### src/rtl/core/rnp_pkg.sv
// ----------------------------------------------------------------------------
// rnp_pkg - shared types and constants of the radix number parser
// Character codes, parse phases, radix and suffix codes, and the state and
// result records passed between the top level and the step logic.
// ----------------------------------------------------------------------------
package rnp_pkg;

  localparam int unsigned CharW  = 8;
  localparam int unsigned ValueW = 32;

  localparam logic [CharW-1:0] CHAR_NUL   = 8'h00;
  localparam logic [CharW-1:0] CHAR_ZERO  = 8'h30;
  localparam logic [CharW-1:0] CHAR_NINE  = 8'h39;
  localparam logic [CharW-1:0] CHAR_LO_A  = 8'h61;
  localparam logic [CharW-1:0] CHAR_LO_F  = 8'h66;
  localparam logic [CharW-1:0] CHAR_UP_A  = 8'h41;
  localparam logic [CharW-1:0] CHAR_UP_F  = 8'h46;
  localparam logic [CharW-1:0] CHAR_LO_X  = 8'h78;
  localparam logic [CharW-1:0] CHAR_LO_K  = 8'h6b;
  localparam logic [CharW-1:0] CHAR_UP_K  = 8'h4b;
  localparam logic [CharW-1:0] CHAR_LO_M  = 8'h6d;
  localparam logic [CharW-1:0] CHAR_UP_M  = 8'h4d;
  localparam logic [CharW-1:0] CHAR_LO_G  = 8'h67;
  localparam logic [CharW-1:0] CHAR_UP_G  = 8'h47;

  localparam logic [ValueW-1:0] LIMIT_K = ValueW'(4 * 1024 * 1024);
  localparam logic [ValueW-1:0] LIMIT_M = ValueW'(4 * 1024);
  localparam logic [ValueW-1:0] LIMIT_G = ValueW'(4);

  localparam int unsigned ShiftK = 10;
  localparam int unsigned ShiftM = 20;
  localparam int unsigned ShiftG = 30;

  typedef enum logic [1:0] {
    PH_START = 2'd0,
    PH_ZERO  = 2'd1,
    PH_HEX0X = 2'd2,
    PH_BODY  = 2'd3
  } phase_t;

  typedef enum logic [1:0] {
    BASE_DEC = 2'd0,
    BASE_OCT = 2'd1,
    BASE_HEX = 2'd2
  } base_t;

  typedef enum logic [1:0] {
    SUF_NONE = 2'd0,
    SUF_K    = 2'd1,
    SUF_M    = 2'd2,
    SUF_G    = 2'd3
  } suffix_t;

  typedef struct packed {
    phase_t              parse_phase;
    base_t               number_base;
    logic [ValueW-1:0]   running_value;
    logic                error_seen;
    suffix_t             pending_suffix;
  } rnp_state_t;

  typedef struct packed {
    logic                done;
    logic [ValueW-1:0]   number_value;
    logic                parse_error;
  } rnp_result_t;

  localparam rnp_state_t STATE_CLEAR = '{
    parse_phase:    PH_START,
    number_base:    BASE_DEC,
    running_value:  '0,
    error_seen:     1'b0,
    pending_suffix: SUF_NONE
  };

endpackage

### src/rtl/core/rnp_step.sv
// ----------------------------------------------------------------------------
// rnp_step - one character step of the radix number parser
// Decodes the prefix, digits and unit suffix of one character, advances the
// running value by a shift-add multiply and, on the terminator, forms the
// scaled and range-checked result.
// ----------------------------------------------------------------------------
module rnp_step (
  input  logic [rnp_pkg::CharW-1:0] char_code,
  input  rnp_pkg::rnp_state_t       state_cur,
  output rnp_pkg::rnp_state_t       state_next,
  output rnp_pkg::rnp_result_t      result
);
  import rnp_pkg::*;

  logic              is_term;
  logic              use_body;
  base_t             base_eff;
  suffix_t           suf_code;
  logic              is_dec;
  logic              is_lo_hex;
  logic              is_up_hex;
  logic [3:0]        digit;
  logic              digit_ok;
  logic [ValueW-1:0] prev;
  logic [ValueW-1:0] scaled;
  logic [ValueW-1:0] sum;
  logic              fin_err;
  logic [ValueW-1:0] fin_val;

  assign is_term   = (char_code == CHAR_NUL);
  assign is_dec    = (char_code >= CHAR_ZERO) && (char_code <= CHAR_NINE);
  assign is_lo_hex = (char_code >= CHAR_LO_A) && (char_code <= CHAR_LO_F);
  assign is_up_hex = (char_code >= CHAR_UP_A) && (char_code <= CHAR_UP_F);
  assign prev      = state_cur.running_value;

  always_comb begin
    if (char_code == CHAR_LO_K || char_code == CHAR_UP_K) begin
      suf_code = SUF_K;
    end else if (char_code == CHAR_LO_M || char_code == CHAR_UP_M) begin
      suf_code = SUF_M;
    end else if (char_code == CHAR_LO_G || char_code == CHAR_UP_G) begin
      suf_code = SUF_G;
    end else begin
      suf_code = SUF_NONE;
    end
  end

  // the body uses decimal when the string opens with a non-zero character
  assign base_eff = (state_cur.parse_phase == PH_START) ? BASE_DEC : state_cur.number_base;

  always_comb begin
    digit    = '0;
    digit_ok = 1'b0;
    scaled   = prev * 32'd10;
    case (base_eff)
      BASE_OCT: begin
        scaled = prev << 3;
        if (is_dec) begin
          digit    = 4'(char_code - CHAR_ZERO);
          digit_ok = (digit < 4'd8);
        end
      end
      BASE_HEX: begin
        scaled = prev << 4;
        if (is_dec) begin
          digit    = 4'(char_code - CHAR_ZERO);
          digit_ok = 1'b1;
        end else if (is_lo_hex) begin
          digit    = 4'(char_code - CHAR_LO_A + 8'd10);
          digit_ok = 1'b1;
        end else if (is_up_hex) begin
          digit    = 4'(char_code - CHAR_UP_A + 8'd10);
          digit_ok = 1'b1;
        end
      end
      default: begin
        scaled = (prev << 3) + (prev << 1);
        if (is_dec) begin
          digit    = 4'(char_code - CHAR_ZERO);
          digit_ok = 1'b1;
        end
      end
    endcase
  end

  assign sum = scaled + ValueW'(digit);

  always_comb begin
    fin_err = state_cur.error_seen
           || (state_cur.parse_phase == PH_START)
           || (state_cur.parse_phase == PH_HEX0X);
    fin_val = prev;
    if (!fin_err) begin
      case (state_cur.pending_suffix)
        SUF_K: begin
          if (prev >= LIMIT_K) fin_err = 1'b1;
          else fin_val = prev << ShiftK;
        end
        SUF_M: begin
          if (prev >= LIMIT_M) fin_err = 1'b1;
          else fin_val = prev << ShiftM;
        end
        SUF_G: begin
          if (prev >= LIMIT_G) fin_err = 1'b1;
          else fin_val = prev << ShiftG;
        end
        default: begin
          fin_val = prev;
        end
      endcase
    end
    if (fin_err) fin_val = '0;
  end

  always_comb begin
    result.done         = is_term;
    result.number_value = fin_val;
    result.parse_error  = fin_err;
  end

  always_comb begin
    state_next = state_cur;
    use_body   = 1'b0;
    if (is_term) begin
      state_next = STATE_CLEAR;
    end else begin
      case (state_cur.parse_phase)
        PH_START: begin
          if (char_code == CHAR_ZERO) begin
            state_next.parse_phase = PH_ZERO;
            state_next.number_base = BASE_OCT;
          end else begin
            state_next.number_base = BASE_DEC;
            use_body = 1'b1;
          end
        end
        PH_ZERO: begin
          if (char_code == CHAR_LO_X) begin
            state_next.parse_phase = PH_HEX0X;
            state_next.number_base = BASE_HEX;
          end else begin
            use_body = 1'b1;
          end
        end
        default: begin
          use_body = 1'b1;
        end
      endcase
      if (use_body) begin
        state_next.parse_phase = PH_BODY;
        if (!state_cur.error_seen) begin
          if (state_cur.pending_suffix != SUF_NONE) begin
            state_next.error_seen = 1'b1;
          end else if (suf_code != SUF_NONE) begin
            state_next.pending_suffix = suf_code;
          end else if (!digit_ok || (sum < prev)) begin
            state_next.error_seen = 1'b1;
          end else begin
            state_next.running_value = sum;
          end
        end
      end
    end
  end

endmodule

### src/rtl/core/radix_number_parser_with_units.sv
// ----------------------------------------------------------------------------
// radix_number_parser_with_units - octal, decimal and hex number parser
// Parses a zero-terminated character string with an optional k, m or g unit
// suffix and returns the scaled value and an error flag per string.
//
//   channel   signals                                 direction
//   char      char_valid, char_ready, char_code       request in
//   result    result_valid, result_ready,             request out
//             number_value, parse_error
//
// One character per cycle while no terminator waits; a result is offered when
// its terminator moves from the character register into the result register.
// Each step is a shift-add multiply by 8, 10 or 16 between the character
// register and the parser state register.
// A terminator waits in the character register while the result register is
// full and not taken; other characters never wait.
// Reset clears the parser state and both valid flags.
// ----------------------------------------------------------------------------
module radix_number_parser_with_units (
  input  logic                       clk,
  input  logic                       rst,
  input  logic                       char_valid,
  output logic                       char_ready,
  input  logic [rnp_pkg::CharW-1:0]  char_code,
  output logic                       result_valid,
  input  logic                       result_ready,
  output logic [rnp_pkg::ValueW-1:0] number_value,
  output logic                       parse_error
);
  import rnp_pkg::*;

  logic             char_q_valid;
  logic [CharW-1:0] char_q;
  rnp_state_t       state;
  rnp_state_t       state_next;
  rnp_result_t      step_result;
  logic             advance;

  rnp_step u_step (
    .char_code  (char_q),
    .state_cur  (state),
    .state_next (state_next),
    .result     (step_result)
  );

  assign advance    = char_q_valid && (!step_result.done || !result_valid || result_ready);
  assign char_ready = !rst && (!char_q_valid || advance);

  always_ff @(posedge clk) begin
    if (rst) begin
      char_q_valid <= 1'b0;
      result_valid <= 1'b0;
      state        <= STATE_CLEAR;
    end else begin
      if (char_valid && char_ready) begin
        char_q_valid <= 1'b1;
        char_q       <= char_code;
      end else if (advance) begin
        char_q_valid <= 1'b0;
      end
      if (advance) begin
        state <= state_next;
      end
      if (advance && step_result.done) begin
        result_valid <= 1'b1;
        number_value <= step_result.number_value;
        parse_error  <= step_result.parse_error;
      end else if (result_ready) begin
        result_valid <= 1'b0;
      end
    end
  end

endmodule

### config.mk
export PLATFORM = sky130hd
export DESIGN_NAME = radix_number_parser_with_units
export DESIGN_NICKNAME = d
export VERILOG_FILES = /design/src/rtl/core/rnp_pkg.sv /design/src/rtl/core/rnp_step.sv /design/src/rtl/core/radix_number_parser_with_units.sv
export SDC_FILE = /design/constraint.sdc
export NUM_CORES = 1
export LEC_CHECK = 0
export BUFFER_PORTS_ARGS = -buffer_cell sky130_fd_sc_hd__buf_2
export CORE_MARGIN = 3
export CORE_UTILIZATION = 60
export DETAILED_ROUTE_END_ITERATION = 16
export HOLD_SLACK_MARGIN = 0.02
export PLACE_DENSITY = 0.79
export RECOVER_POWER = 100
export SLEW_MARGIN = 25
export SYNTH_ARGS = -nofsm -noshare
export SYNTH_HDL_FRONTEND = slang
export SYNTH_SLANG_ARGS = --single-unit
### constraint.sdc
create_clock -name clk -period 20.2 [get_ports clk]
set_input_delay 4.04 -clock clk [delete_from_list [all_inputs] [get_ports clk]]
set_output_delay 4.04 -clock clk [all_outputs]
set_load 0.005 [all_outputs]
# After elaboration in Yosys (flattened, before gate mapping)
# Index checks and enable logic that the tools add are counted.
[op_classes]
n_addsub = 7
order_cmp = 11
eq_ne = 22
muxes = 49
bitwise = 1
n_reduce_logical = 38
[ops]
columns = ["operator", "count"]
rows = [
  ["$mux 32", 6],
  ["$pmux 32 s3", 1],
  ["$mux 35", 2],
  ["$pmux 32 s2", 1],
  ["$eq 8x7->1 const B", 7],
  ["$mux 39", 1],
  ["$mux 33", 1],
  ["$add 32x32->32", 1],
  ["$add 32x4->32", 1],
  ["$ge 32x13->1 const B", 1],
  ["$ge 32x23->1 const B", 1],
  ["$ge 32x3->1 const B", 1],
  ["$lt 32x32->1", 1],
  ["$mux 4", 6],
  ["$mux 1", 19],
  ["$ge 8x7->1 const B", 2],
  ["$le 8x7->1 const B", 2],
  ["$mux 2", 8],
  ["$reduce_bool 2->1", 6],
  ["$sub 4x1->4 const B", 3],
  ["$logic_or 1x1->1", 9],
  ["$add 4x4->4 const B", 2],
  ["$eq 2x2->1 const B", 4],
  ["$eq 8x6->1 const B", 1],
  ["23 further kinds", 41],
]
[word_totals]
ff_bits = 82
inputBits = 12
output_inout_bits = 35
word_cells = 138

# Longest topological paths before layout
[logic_depth]
ltp_word = 15
ltp_mapped = 33
ltp_nobuf = 30

# Modules after synthesis
# From an unflattened synthesis, not the netlist that was laid out.
[hier_totals]
hier_cells = 1055
hier_area_um2 = 8453.1
[by_module_without_submodules]
columns = ["module", "instances", "cells_each", "area_each_um2", "seq_area_each_um2"]
rows = [
  ["rnp_step", 1, 834, 5350.1, 0.0],
  ["radix_number_parser_with_units", 1, 221, 3103.0, 2052.0],
]

# Least setup slack after synthesis
# No wires, ideal clock.
[synth_timing]
path_type = "input-to-output"
startpoint = "in rst"
endpoint = "out char_ready"
arrival_ns = 4.405
required_time_ns = 16.160
slack_ns = 11.755
stages = 2
path_buffers = 1
cell_sequence = "clkbuf_1 -> a31oi_1"
[synth_via]
elab_chain_cells = 2
[synth_lines]
columns = ["element", "line", "rtl"]
rows = [
  ["start: declaration", "radix_number_parser_with_units.sv:21", "input logic rst,"],
  ["$logic_not 1->1", "radix_number_parser_with_units.sv:47", "assign char_ready = !rst && (!char_q_valid || advance);"],
  ["$logic_and 1x1->1", "radix_number_parser_with_units.sv:47", ""],
  ["end: declaration", "radix_number_parser_with_units.sv:23", "output logic char_ready,"],
]
# No other way between the ends.

# Final worst setup path
# Ends and elaborated chain as after synthesis.

==> results.toml <==
[logic_synthesis]
synth.area.mux_share = 0.0168
synth_nets = 1043
synth_edf_count = 41
seq_area_frac_synth = 0.262
synthAdderAreaFrac = 0.114
async_flop_share = 0
syn_avg_cell_area_um2 = 8.15
yosys_warnings = 0
synth_top_family_by_area = "compound AO/OA/AOI/OAI gates"
synthSimpleGateAreaFrac = 0.233
synth_ff_type = "edfxtp_1"
synth-seq-cells = 82
synth-compound-area-share = 0.278
syn_inst = 961
synth_area_um2 = 7830
synth_xor_xnor_area_share = 0.0391
ys_types = 87

[setup_path]
crit_slowest_cell = "clkbuf_1"
path_cells = "clkbuf_1 > a31oi_1 > clkbuf_1"
crit_type = "input port to output port"
cp-end-kind = "output port"
max_stage_delay_ps = 1190
arrival_ps = 5560
cp_common_cell = "clkbuf_1"
worst_ep_required_time_ps = 16160
start_kind = "input port"
rrSetupSlack_ps = 12080
crit_fanout = 38

[timing]
rsz0062_at_grt = "no"
setup_violations = 0
max_slew_margin = -0.173
hold_violations = 0
setup-tns-final_ps = 0
finalCriticalPeriod_ps = 9600
max_freq_mhz = 104
finClkSkew_ps = 6.81
fin_crit_sh = 0.475
maxSlewViolCount = 73
hold_slack_ps = 457
worst_slew_pin_slew_ps = 1760

[clock_network]
htree_levels = 3
cts-resized-gates = 0
cts_buffers = 9
cts_hold_buf = 0
root_buffer = "clkbuf_16"
clkLatencyLatePin_ps = 340
post_cts_buffers = 0
cts.sinks = 82
clock_path_buffers = 2
clk_pin_slew_ps = 60
cts_tree = "built"

[status]
violations = "capacitance limit, slew limit"
outcome = "finished, violations left"

[placed_design]
gp_congestion = 0.936
portBuffers = 46
dp_hpwl_mm = 15.9
placed_area_um2 = 8090

[global_route]
gr-usage-all-layers = 0.300
grt_antenna_before_repair = 0
grt_pass1_vias = 6943
grt_max_degree = 73
gr-total-overflow = 0
grt_pass1_wl_mm = 35.1

[finish]
diodes = 0
regArea_um2 = 2050
fin_nets = 1048
utilization = 0.660
mostFrequentLayoutCells = "nand2_1, a21oi_1, nor2_1"
post-route-cell-area_um2 = 8370
fill_cells = 1069
areaGrowthSynthToFinish_pct = 6.84
multi_input_area_um2 = 5350
drive_above_1_share = 0.102

[floorplan]
dieArea_um2 = 14500
die_height_um = 120
rows = 41
core-area_um2 = 12700
start_util = 0.618
die_width_um = 120
io_pins = 47

[power_and_ir_drop]
p_leak_nw = 3.08
power_density_nw_per_um2 = 42.6
ir_drop_mv = 0.0374

[route]
drt_pass1_iterations = 5
drt_iter0_markers = 842
vias = 7799
routed_wl_mm = 22.0
drcViolationCount = 0
post_drt_wl_per_cell_um = 19.2
viasPerCell = 6.82
ant_nets = 0

[worst_hold_path]
min_path_type = "flop to flop"

[flow_run]
maxCapViolations = 2
## state kept, by name, summed over array words and instances, names as in the netlist
register,cells
result_valid,1
char_q,8
state,39
parse_error,1
char_q_valid,1
number_value,32
## Yosys cell counts (all sizes together) (4+ instances only)
library cell	count	area, µm²
a21oi	85	440
nand2	81	304
nor2	76	285
ha	68	851
inv	52	195
dfxtp	41	821
edfxtp	41	1230
nand3	41	205
clkbuf	39	146
o21ai	37	189
nor4	25	169
nand4	23	150
a22oi	22	165
xnor2	22	193
buf	20	109
a221oi	18	158
a22o	18	158
a211oi	17	155
a21o	17	129
nor3	17	111
o21a	16	128
nor2b	13	81.3
xor2	13	114
mux2i	12	120
and2	11	68.8
o211ai	9	77.6
a31o	8	70.1
a31oi	8	50.1
nand2b	8	50.1
or3	8	50.1
and4	7	61.3
or2	7	43.8
and3	6	37.5
nor3b	6	50.1
o31ai	6	58.8
a311oi	5	43.8
a211o	4	35.0
a221o	4	40.0
a32oi	4	35.0
o21bai	4	30.0
## routing by layer
layer  share of wire  wire [µm]  track usage
met1            0.42       9260        0.412
met2            0.45       9800        0.469
met3           0.094       2060       0.0496
met4           0.040        880        0.129
met5               0          0            0
## area by class of cell
type,instances,share of cell area
flip-flops and latches,82,0.245
repair buffers,53,0.0313
clock buffers,10,0.0274
clock inverters,6,0.00808
well taps,172,0.0257
multi-input cells,768,0.639
inverters,52,0.0233
## stage by stage
step                instances  total power [W]  setup WS, ps
CTS                      1143         0.000357         11290
finish                   1143         0.000357         10600
floorplan                 961         0.000191         11760
global placement         1127         0.000194         11340
detailed placement       1127         0.000195         11300
global route             1143         0.000367         10440
## logic make-up after synthesis
kind of cell / Yosys count
AO/OA/AOI/OAI: 304
XOR/XNOR: 35
adder cells (fa/ha/maj): 70
buffers and inverters: 111
flip-flops: 82
multiplexers: 13
AND/OR/NAND/NOR: 346
## final timing paths
| kind | start | end | cells after the start |
|---|---|---|---|
| worst max-delay path | rst | char_ready | 3 |
| worst min-delay path | state[35] | state[35] | 2 |
| worst max register to register | char_q[0] | state[24] | 29 |
| worst min register to register | state[35] | state[35] | 2 |
## power breakdown
group | total, W | switching, W | internal [W] | leakage (nW)
registers | 0.000178 | 0.00000262 | 0.000175 | 0.706
clock network | 0.000165 | 0.0000689 | 0.0000964 | 0.146
logic | 0.0000135 | 0.00000890 | 0.00000460 | 2.23
total | 0.000357 | 0.0000804 | 0.000276 | 3.08
## worst max-delay path, delay by kind of cell
family          cells  cell delay (ps)
buf+inv             2             1380
compound gates      1              140
(Power assumes the default switching activity.)
